[src/rtl/b62_pkg.sv]
// shared constants, types and functions for the base-62 text encoder
`default_nettype none

package b62_pkg;

  localparam int unsigned VALUE_WIDTH = 32;
  localparam int unsigned StepBits    = 8;
  localparam int unsigned CHUNKS      = (VALUE_WIDTH + StepBits - 1) / StepBits;
  localparam int unsigned PAD_W       = CHUNKS * StepBits;
  localparam int unsigned CNT_W       = $clog2(CHUNKS + 1);
  // 62 > 2^5, so a magnitude of VALUE_WIDTH bits never needs more digits than this
  localparam int unsigned ND_MAX      = (VALUE_WIDTH + 4) / 5;
  localparam int unsigned DIG_IDX_W   = $clog2(ND_MAX);
  localparam int unsigned NDIG_W      = $clog2(ND_MAX + 1);
  localparam logic [5:0]  RADIX       = 6'd62;
  localparam logic [6:0]  MINUS_CHAR  = 7'h2D;
  localparam logic [7:0]  BUF_LEN_RST = 8'd16;

  typedef struct packed {
    logic [StepBits-1:0] quo;
    logic [5:0]          rem;
  } step_t;

  typedef struct packed {
    logic       done;
    logic [5:0] rem;
  } div_status_t;

  // one byte of long division by 62: restoring, one quotient bit per step
  function automatic step_t div62_step(input logic [5:0] rem_in,
                                       input logic [StepBits-1:0] chunk);
    step_t      res;
    logic [6:0] r;
    r = {1'b0, rem_in};
    res.quo = '0;
    for (int i = StepBits - 1; i >= 0; i--) begin
      r = {r[5:0], chunk[i]};
      if (r >= {1'b0, RADIX}) begin
        r = r - {1'b0, RADIX};
        res.quo[i] = 1'b1;
      end
    end
    res.rem = r[5:0];
    return res;
  endfunction

  // digit 0..61 to '0'-'9', 'a'-'z', 'A'-'Z'
  function automatic logic [6:0] b62_char(input logic [5:0] d);
    logic [6:0] c;
    if (d < 6'd10) begin
      c = 7'h30 + {1'b0, d};
    end else if (d < 6'd36) begin
      c = 7'h61 + {1'b0, d - 6'd10};
    end else if (d < 6'd62) begin
      c = 7'h41 + {1'b0, d - 6'd36};
    end else begin
      c = '0;
    end
    return c;
  endfunction

endpackage

`default_nettype wire

[src/rtl/b62_divider.sv]
// iterative divide-by-62 unit, one byte of the dividend per cycle
`default_nettype none

module b62_divider (
  input  wire logic                         clk_i,
  input  wire logic                         rst_ni,
  input  wire logic                         start_i,
  input  wire logic [b62_pkg::PAD_W-1:0]    operand_i,
  output      logic [b62_pkg::PAD_W-1:0]    quotient_o,
  output      b62_pkg::div_status_t         status_o
);

  logic                          busy_q;
  logic                          done_q;
  logic [b62_pkg::CNT_W-1:0]     cnt_q;
  logic [b62_pkg::PAD_W-1:0]     work_q;
  logic [5:0]                    rem_q;
  b62_pkg::step_t                step;

  // dividend bytes shift out the top while quotient bytes shift in below
  assign step = b62_pkg::div62_step(rem_q,
                                    work_q[b62_pkg::PAD_W-1 -: b62_pkg::StepBits]);

  always_ff @(posedge clk_i or negedge rst_ni) begin
    if (!rst_ni) begin
      busy_q <= 1'b0;
      done_q <= 1'b0;
      cnt_q  <= '0;
    end else begin
      done_q <= !start_i && busy_q && (cnt_q == b62_pkg::CNT_W'(1));
      if (start_i) begin
        busy_q <= 1'b1;
        cnt_q  <= b62_pkg::CNT_W'(b62_pkg::CHUNKS);
      end else if (busy_q) begin
        cnt_q <= cnt_q - 1'b1;
        if (cnt_q == b62_pkg::CNT_W'(1)) begin
          busy_q <= 1'b0;
        end
      end
    end
  end

  always_ff @(posedge clk_i) begin
    if (start_i) begin
      work_q <= operand_i;
      rem_q  <= '0;
    end else if (busy_q) begin
      work_q <= (work_q << b62_pkg::StepBits) | b62_pkg::PAD_W'(step.quo);
      rem_q  <= step.rem;
    end
  end

  assign quotient_o    = work_q;
  assign status_o.done = done_q;
  assign status_o.rem  = rem_q;

endmodule

`default_nettype wire

[src/rtl/signed_int_to_base62_text.sv]
// top level: signed integer to base-62 text encoder
//
// s_axis carries one signed value per transfer (tdata, value in the low bits).
// m_axis returns the text one character per transfer, most significant first,
// a leading '-' for negative values; tlast marks the final character.
// If the characters plus a terminator exceed buffer_length, a single transfer
// with tdata = 0, tuser = 1 and tlast = 1 replaces the text.
// buffer_length is written through cfg_we_i / cfg_wdata_i; reset 16. The user
// must write it only while idle; the block itself does not enforce this.
// One value at a time: s_axis_tready is high only while the sequencer is idle.
// Each digit takes the shared divide-by-62 unit through 4 byte steps, then one
// step to store the digit and, while the quotient is nonzero, restart the unit on
// it. A length check follows the last digit, then one character per cycle goes
// out as m_axis takes it. A stalled receiver holds the output register; the
// sequencer waits with it. The last character may sit in the output register
// while the next value is accepted. Reset empties the output register and
// returns to idle.
`default_nettype none

module signed_int_to_base62_text (
  input  wire logic                       clk_i,
  input  wire logic                       rst_ni,
  input  wire logic                       cfg_we_i,
  input  wire logic [7:0]                 cfg_wdata_i,
  input  wire logic                       s_axis_tvalid,
  output      logic                       s_axis_tready,
  // value
  input  wire logic [b62_pkg::PAD_W-1:0]  s_axis_tdata,
  output      logic                       m_axis_tvalid,
  input  wire logic                       m_axis_tready,
  // text_char [6:0], zero [7]
  output      logic [7:0]                 m_axis_tdata,
  output      logic                       m_axis_tlast,
  // too_long
  output      logic                       m_axis_tuser
);

  typedef enum logic [1:0] {
    StIdle,
    StDivide,
    StCheck,
    StEmit
  } state_e;

  state_e                           state_q;
  logic [7:0]                       buf_len_q;
  logic                             neg_q;
  logic                             err_q;
  logic                             sign_pend_q;
  logic [b62_pkg::NDIG_W-1:0]       ndig_q;
  logic [b62_pkg::DIG_IDX_W-1:0]    idx_q;
  logic [5:0]                       digits_q [b62_pkg::ND_MAX];
  logic                             m_valid_q;
  logic [6:0]                       m_char_q;
  logic                             m_last_q;
  logic                             m_err_q;

  logic                                in_accept;
  logic [b62_pkg::VALUE_WIDTH-1:0]     raw;
  logic [b62_pkg::VALUE_WIDTH-1:0]     mag;
  logic                                div_start;
  logic [b62_pkg::PAD_W-1:0]           div_operand;
  logic [b62_pkg::PAD_W-1:0]           quotient;
  b62_pkg::div_status_t                div_status;
  logic                                quo_zero;
  logic                                slot_free;
  logic                                out_load;
  logic [8:0]                          need_len;

  assign s_axis_tready = (state_q == StIdle);
  assign in_accept     = s_axis_tvalid && s_axis_tready;

  assign raw = s_axis_tdata[b62_pkg::VALUE_WIDTH-1:0];
  // most negative value wraps to 2^(W-1), its true magnitude as unsigned
  assign mag = raw[b62_pkg::VALUE_WIDTH-1] ? (~raw + 1'b1) : raw;

  assign quo_zero    = (quotient == '0);
  assign div_start   = in_accept ||
                       ((state_q == StDivide) && div_status.done && !quo_zero);
  assign div_operand = in_accept ? b62_pkg::PAD_W'(mag) : quotient;

  assign slot_free = !m_valid_q || m_axis_tready;
  assign out_load  = (state_q == StEmit) && slot_free;
  assign need_len  = 9'(ndig_q) + 9'(neg_q) + 9'd1;

  b62_divider u_div (
    .clk_i      (clk_i),
    .rst_ni     (rst_ni),
    .start_i    (div_start),
    .operand_i  (div_operand),
    .quotient_o (quotient),
    .status_o   (div_status)
  );

  always_ff @(posedge clk_i or negedge rst_ni) begin
    if (!rst_ni) begin
      state_q     <= StIdle;
      buf_len_q   <= b62_pkg::BUF_LEN_RST;
      neg_q       <= 1'b0;
      err_q       <= 1'b0;
      sign_pend_q <= 1'b0;
      ndig_q      <= '0;
      idx_q       <= '0;
      m_valid_q   <= 1'b0;
      m_char_q    <= '0;
      m_last_q    <= 1'b0;
      m_err_q     <= 1'b0;
    end else begin
      if (cfg_we_i) begin
        buf_len_q <= cfg_wdata_i;
      end
      if (m_valid_q && m_axis_tready && !out_load) begin
        m_valid_q <= 1'b0;
      end
      case (state_q)
        StIdle: begin
          if (in_accept) begin
            neg_q   <= raw[b62_pkg::VALUE_WIDTH-1];
            ndig_q  <= '0;
            state_q <= StDivide;
          end
        end
        StDivide: begin
          if (div_status.done) begin
            ndig_q <= ndig_q + 1'b1;
            if (quo_zero) begin
              state_q <= StCheck;
            end
          end
        end
        StCheck: begin
          err_q       <= (need_len > {1'b0, buf_len_q});
          sign_pend_q <= neg_q;
          idx_q       <= b62_pkg::DIG_IDX_W'(ndig_q - 1'b1);
          state_q     <= StEmit;
        end
        StEmit: begin
          if (slot_free) begin
            m_valid_q <= 1'b1;
            if (err_q) begin
              m_char_q <= '0;
              m_last_q <= 1'b1;
              m_err_q  <= 1'b1;
              state_q  <= StIdle;
            end else if (sign_pend_q) begin
              m_char_q    <= b62_pkg::MINUS_CHAR;
              m_last_q    <= 1'b0;
              m_err_q     <= 1'b0;
              sign_pend_q <= 1'b0;
            end else begin
              m_char_q <= b62_pkg::b62_char(digits_q[idx_q]);
              m_last_q <= (idx_q == '0);
              m_err_q  <= 1'b0;
              if (idx_q == '0) begin
                state_q <= StIdle;
              end else begin
                idx_q <= idx_q - 1'b1;
              end
            end
          end
        end
        default: begin
          state_q <= StIdle;
        end
      endcase
    end
  end

  // digit store, least significant digit at index 0
  always_ff @(posedge clk_i) begin
    if ((state_q == StDivide) && div_status.done) begin
      digits_q[ndig_q[b62_pkg::DIG_IDX_W-1:0]] <= div_status.rem;
    end
  end

  assign m_axis_tvalid = m_valid_q;
  assign m_axis_tdata  = {1'b0, m_char_q};
  assign m_axis_tlast  = m_last_q;
  assign m_axis_tuser  = m_err_q;

  // a non-final character is only pending while the sequencer is still emitting
  a_mid_text_in_emit: assert property (@(posedge clk_i) disable iff (!rst_ni)
    (m_axis_tvalid && !m_axis_tlast) |-> (state_q == StEmit))
    else $error("non-final character outstanding outside emit state");

  // the error result is alone: it always ends the item and carries no character
  a_err_is_last: assert property (@(posedge clk_i) disable iff (!rst_ni)
    (m_axis_tvalid && m_axis_tuser) |-> (m_axis_tlast && (m_axis_tdata == 8'h00)))
    else $error("error result not final or not zero");

  // divider results arrive only while the sequencer collects digits
  a_div_done_in_divide: assert property (@(posedge clk_i) disable iff (!rst_ni)
    div_status.done |-> (state_q == StDivide))
    else $error("divider finished outside divide state");

  // digit count is nonzero and never exceeds the digit store
  a_ndig_bound: assert property (@(posedge clk_i) disable iff (!rst_ni)
    ((state_q == StCheck) || (state_q == StEmit)) |->
      ((ndig_q != '0) && (ndig_q <= b62_pkg::NDIG_W'(b62_pkg::ND_MAX))))
    else $error("digit count out of range");

endmodule

`default_nettype wire
[config.mk]
export PLATFORM = sky130hd
export DESIGN_NAME = signed_int_to_base62_text
export DESIGN_NICKNAME = d
export VERILOG_FILES = /design/src/rtl/b62_pkg.sv /design/src/rtl/b62_divider.sv /design/src/rtl/signed_int_to_base62_text.sv
export SDC_FILE = /design/constraint.sdc
export NUM_CORES = 1
export LEC_CHECK = 0
export BUFFER_PORTS_ARGS = -buffer_cell sky130_fd_sc_hd__buf_2
export CAP_MARGIN = 20
export CORE_UTILIZATION = 63
export CTS_BUF_LIST = sky130_fd_sc_hd__clkbuf_4 sky130_fd_sc_hd__clkbuf_8 sky130_fd_sc_hd__clkbuf_16
export DETAILED_ROUTE_END_ITERATION = 10
export PLACE_DENSITY_LB_ADDON = 0.2
export REMOVE_ABC_BUFFERS = 1
export SLEW_MARGIN = 5
export SYNTH_ARGS = -nofsm -noshare
export SYNTH_HDL_FRONTEND = slang
export SYNTH_SLANG_ARGS = --single-unit
[constraint.sdc]
create_clock -name clk_i -period 23.7 [get_ports clk_i]
set_input_delay 2.37 -clock clk_i [delete_from_list [all_inputs] [get_ports clk_i]]
set_output_delay 2.37 -clock clk_i [all_outputs]
set_load 0.01 [all_outputs]
==> results by group <==
Clocking
  • Clk Latency, worst-skew pair: 0.41 ns
  • Post-CTS Hold Buffers: 0
  • Clock root buffer: clkbuf_16
  • Post-CTS Resized: 0
  • TritonCTS buffer count: 17
  • CTS tree: done
  • Sink Count: 114
  • H-tree depth: 4
  • Reg clk slew, reported paths: 0.05 ns
  • Deepest clock path buffer count: 2
  • Setup Buffers After CTS: 0

Place
  • Buffers on Ports: 55
  • Placed cell area: 8670 um^2
  • Post-Place Worst Slack: 12.66 ns
  • Final HPWL DP: 14200 um
  • RePlAce Congestion: 0.959

Min path
  • Hold Path Depth: 1
  • Worst Hold Launch: m_char_q[6]
  • Worst min-delay path class: flop to flop
  • Worst Hold Path EP: m_char_q[6]

Setup path
  • Worst R2R Setup Slack: 12.41 ns
  • R2R depth: 50
  • Critical path type: flop to flop
  • CP required: 23.97 ns
  • RR Startpoint: u_div.rem_q[0]
  • Worst reg2reg endpoint: u_div.rem_q[2]
  • Worst-path maximum fanout: 16
  • Crit path DAT: 11.56 ns
  • Critical path capture point type: flop
  • Critical Path Start Type: flop
  • Cell mode on critical path: ha_1
  • CP max stage delay: 0.67 ns
  • CP max stage cell: dfxtp_1

Synth
  • Synth top area cells: edfxtp_1 27%, dfrtp_1 9.9%, ha_1 4.9%, nand2_1 4.8%, o21ai_0 4.7%
  • Main synth FF type: edfxtp_1
  • Sequential area share after synthesis: 0.383
  • Async SR Flop Fraction: 0.298
  • Yosys cell types: 94
  • Mean Syn Cell Area: 9.55 um^2
  • Post-Syn Area: 8350 um^2
  • Synth top area share: 0.266
  • EDFF count, synth: 74
  • Cells after synthesis: 874
  • Yosys top cell by area: edfxtp_1
  • Seq cells post-synth: 114
  • Ys Warns: 0

Timing
  • Unrepaired setup endpoints after global routing: no
  • Least-Margin Pin Slew: 1.04 ns
  • Worst setup margin: 12.41 ns
  • Rel. slew slack: 0.298
  • Max-slew violation count: 0
  • Final Cycle Share: 0.476
  • Final setup viols: 0
  • Setup TNS: 0 ns
  • Final Hold Fails: 0
  • Final Skew: 0.0117 ns
  • Final min period: 11.29 ns
  • Fmax: 88.6 MHz
  • Worst hold slack: 0.477 ns

Drt
  • Pre-Repair DR Iteration Count: 5
  • Via Count: 7037
  • Initial DRC Count: 636
  • Routed length per instance: 17.9 um
  • Detail-routed via count per cell: 6.44
  • Final WL: 19600 um
  • Post-route DRC violation count: 0
  • Post-DRT Antenna Nets: 0

Global routing
  • Largest net degree at the start of global routing: 50
  • Vias in the first global route: 6670
  • First-pass GRT wire length: 32100 um
  • Total track usage: 0.305
  • GR Overflow Total: 0
  • Initial antenna violation count: 0

Floorplan
  • Die area: 13700 um^2
  • FP Rows: 41
  • Chip height: 117 um
  • Die width: 117 um
  • Io pins: 57
  • Starting Density: 0.654
  • Core Footprint: 12800 um^2

Final layout
  • Share of cells above drive strength 1: 0.170
  • FILL cells: 906
  • Fin nets: 986
  • Area delta synth->final: 11.2%
  • Finished Cell Area: 9280 um^2
  • # diodes: 0

Power and ir drop
  • Leakage: 0.00363 uW
  • Power density over the cells: 52.4 nW/um^2
  • Worst VDD drop: 0.0000479 V

Job
  • Max-cap violations: 0

Outcome
  • Status: finished, final reports clean
==> how the worst max path moves through the flow <==
stage / from / endpoint / slack [ns]
detailed placement: u_div.rem_q[0] / u_div.rem_q[2] / 12.66
global route: u_div.rem_q[0] / u_div.rem_q[2] / 11.56
global placement: u_div.rem_q[0] / u_div.rem_q[2] / 13.17
floorplan: u_div.rem_q[0] / u_div.rem_q[2] / 14.07
finish: u_div.rem_q[0] / u_div.rem_q[2] / 12.41
CTS: u_div.rem_q[0] / u_div.rem_q[2] / 12.61
==> report_power, final <==
group | internal, uW | switching (uW) | total, uW
logic | 8.60 | 11.4 | 20.0
registers | 213 | 0.536 | 214
clock network | 166 | 86.9 | 252
total | 388 | 98.8 | 486
==> synthesized netlist by cell type, drive strengths merged (5+ instances only) <==
| cell type | instances |
|---|---|
| a211oi | 8 |
| a21o | 8 |
| a21oi | 32 |
| a221oi | 8 |
| a22oi | 5 |
| a31oi | 6 |
| and2 | 10 |
| and3 | 8 |
| buf | 15 |
| clkbuf | 29 |
| dfrtp | 33 |
| dfxtp | 6 |
| edfxtp | 74 |
| ha | 33 |
| inv | 37 |
| mux2 | 20 |
| mux2i | 24 |
| mux4 | 6 |
| nand2 | 107 |
| nand2b | 17 |
| nand3 | 23 |
| nand4 | 11 |
| nor2 | 39 |
| nor2b | 10 |
| nor3 | 25 |
| nor4 | 15 |
| o2111ai | 5 |
| o211a | 5 |
| o21a | 9 |
| o21ai | 85 |
| o31ai | 9 |
| o41ai | 6 |
| or2 | 6 |
| or3 | 17 |
| xnor2 | 18 |
| xor2 | 34 |
==> area by class of cell <==
type | instances | area [um^2] | area share
repair buffers | 59 | 305 | 0.0329
multi-input cells | 679 | 4820 | 0.519
clock inverters | 6 | 36.3 | 0.00391
flip-flops and latches | 114 | 3190 | 0.344
inverters | 37 | 139 | 0.0150
clock buffers | 26 | 571 | 0.0615
well taps | 172 | 215 | 0.0232
==> stage by stage <==
step,instances,power (uW),util
floorplan,830,227,-
global placement,1061,237,0.679
detailed placement,1061,238,0.679
CTS,1093,489,0.726
global route,1093,501,0.726
finish,1093,486,0.726
==> routing by layer <==
layer / part of all wire / track usage / wire length, um / vias up
met3: 0.046 / 0.0453 / 908 / 47
li1: - / - / - / 3361
met1: 0.42 / 0.380 / 8210 / 3380
met2: 0.51 / 0.530 / 9910 / 249
met4: 0.029 / 0.128 / 578 / 0
met5: 0 / 0 / 0 / -
==> state kept, by name (all words and copies together) (netlist names) <==
signal and cells:
err_q 1, m_axis_tvalid 1, neg_q 1, u_div.busy_q 1
idx_q 3, u_div.rem_q 6, m_char_q 7, ndig_q 3
m_axis_tuser 1, u_div.cnt_q 3, u_div.done_q 1, buf_len_q 8
sign_pend_q 1, m_axis_tlast 1, state_q 2, u_div.quotient_o 32
digits_q 42
==> critical path, delay by kind of cell, from the launching register on <==
kind / cells / cell delay [ns]
buffers and inverters: 1 / 0.08
AOI/OAI and AO/OA: 24 / 4.57
adders and majority gates: 8 / 2.55
xor gates and xnor gates: 4 / 0.90
muxes: 2 / 0.43
DFF: 1 / 0.67
and+or+nand+nor: 11 / 1.95
==> cells in the final DEF, fill, tap and decap left out, drive strengths merged, types with 9 or more instances in the layout <==
cell type,synthesis,routed
o21a,9,9
nand2b,17,17
a21oi,32,32
mux2i,24,24
mux2,20,20
buf,15,59
xnor2,18,18
inv,37,39
xor2,34,34
o31ai,9,9
dfrtp,33,33
edfxtp,74,74
nor2b,10,10
nand4,11,11
clkbuf,29,26
nand3,23,23
or3,17,17
nor3,25,25
and2,10,10
nor4,15,15
nand2,107,107
nor2,39,39
ha,33,33
o21ai,85,85
==> cells by family after synthesis <==
| logic type | count (synthesis) | synth area share |
|---|---|---|
| and+or+nand+nor | 304 | 0.184 |
| adders and majority gates | 33 | 0.0495 |
| AOI/OAI and AO/OA | 239 | 0.213 |
| DFF | 114 | 0.383 |
| other | 1 | 0.000449 |
| xor gates and xnor gates | 52 | 0.0546 |
| muxes | 50 | 0.0742 |
| buffers and inverters | 81 | 0.0417 |
Power figures use the tool's default switching activity.
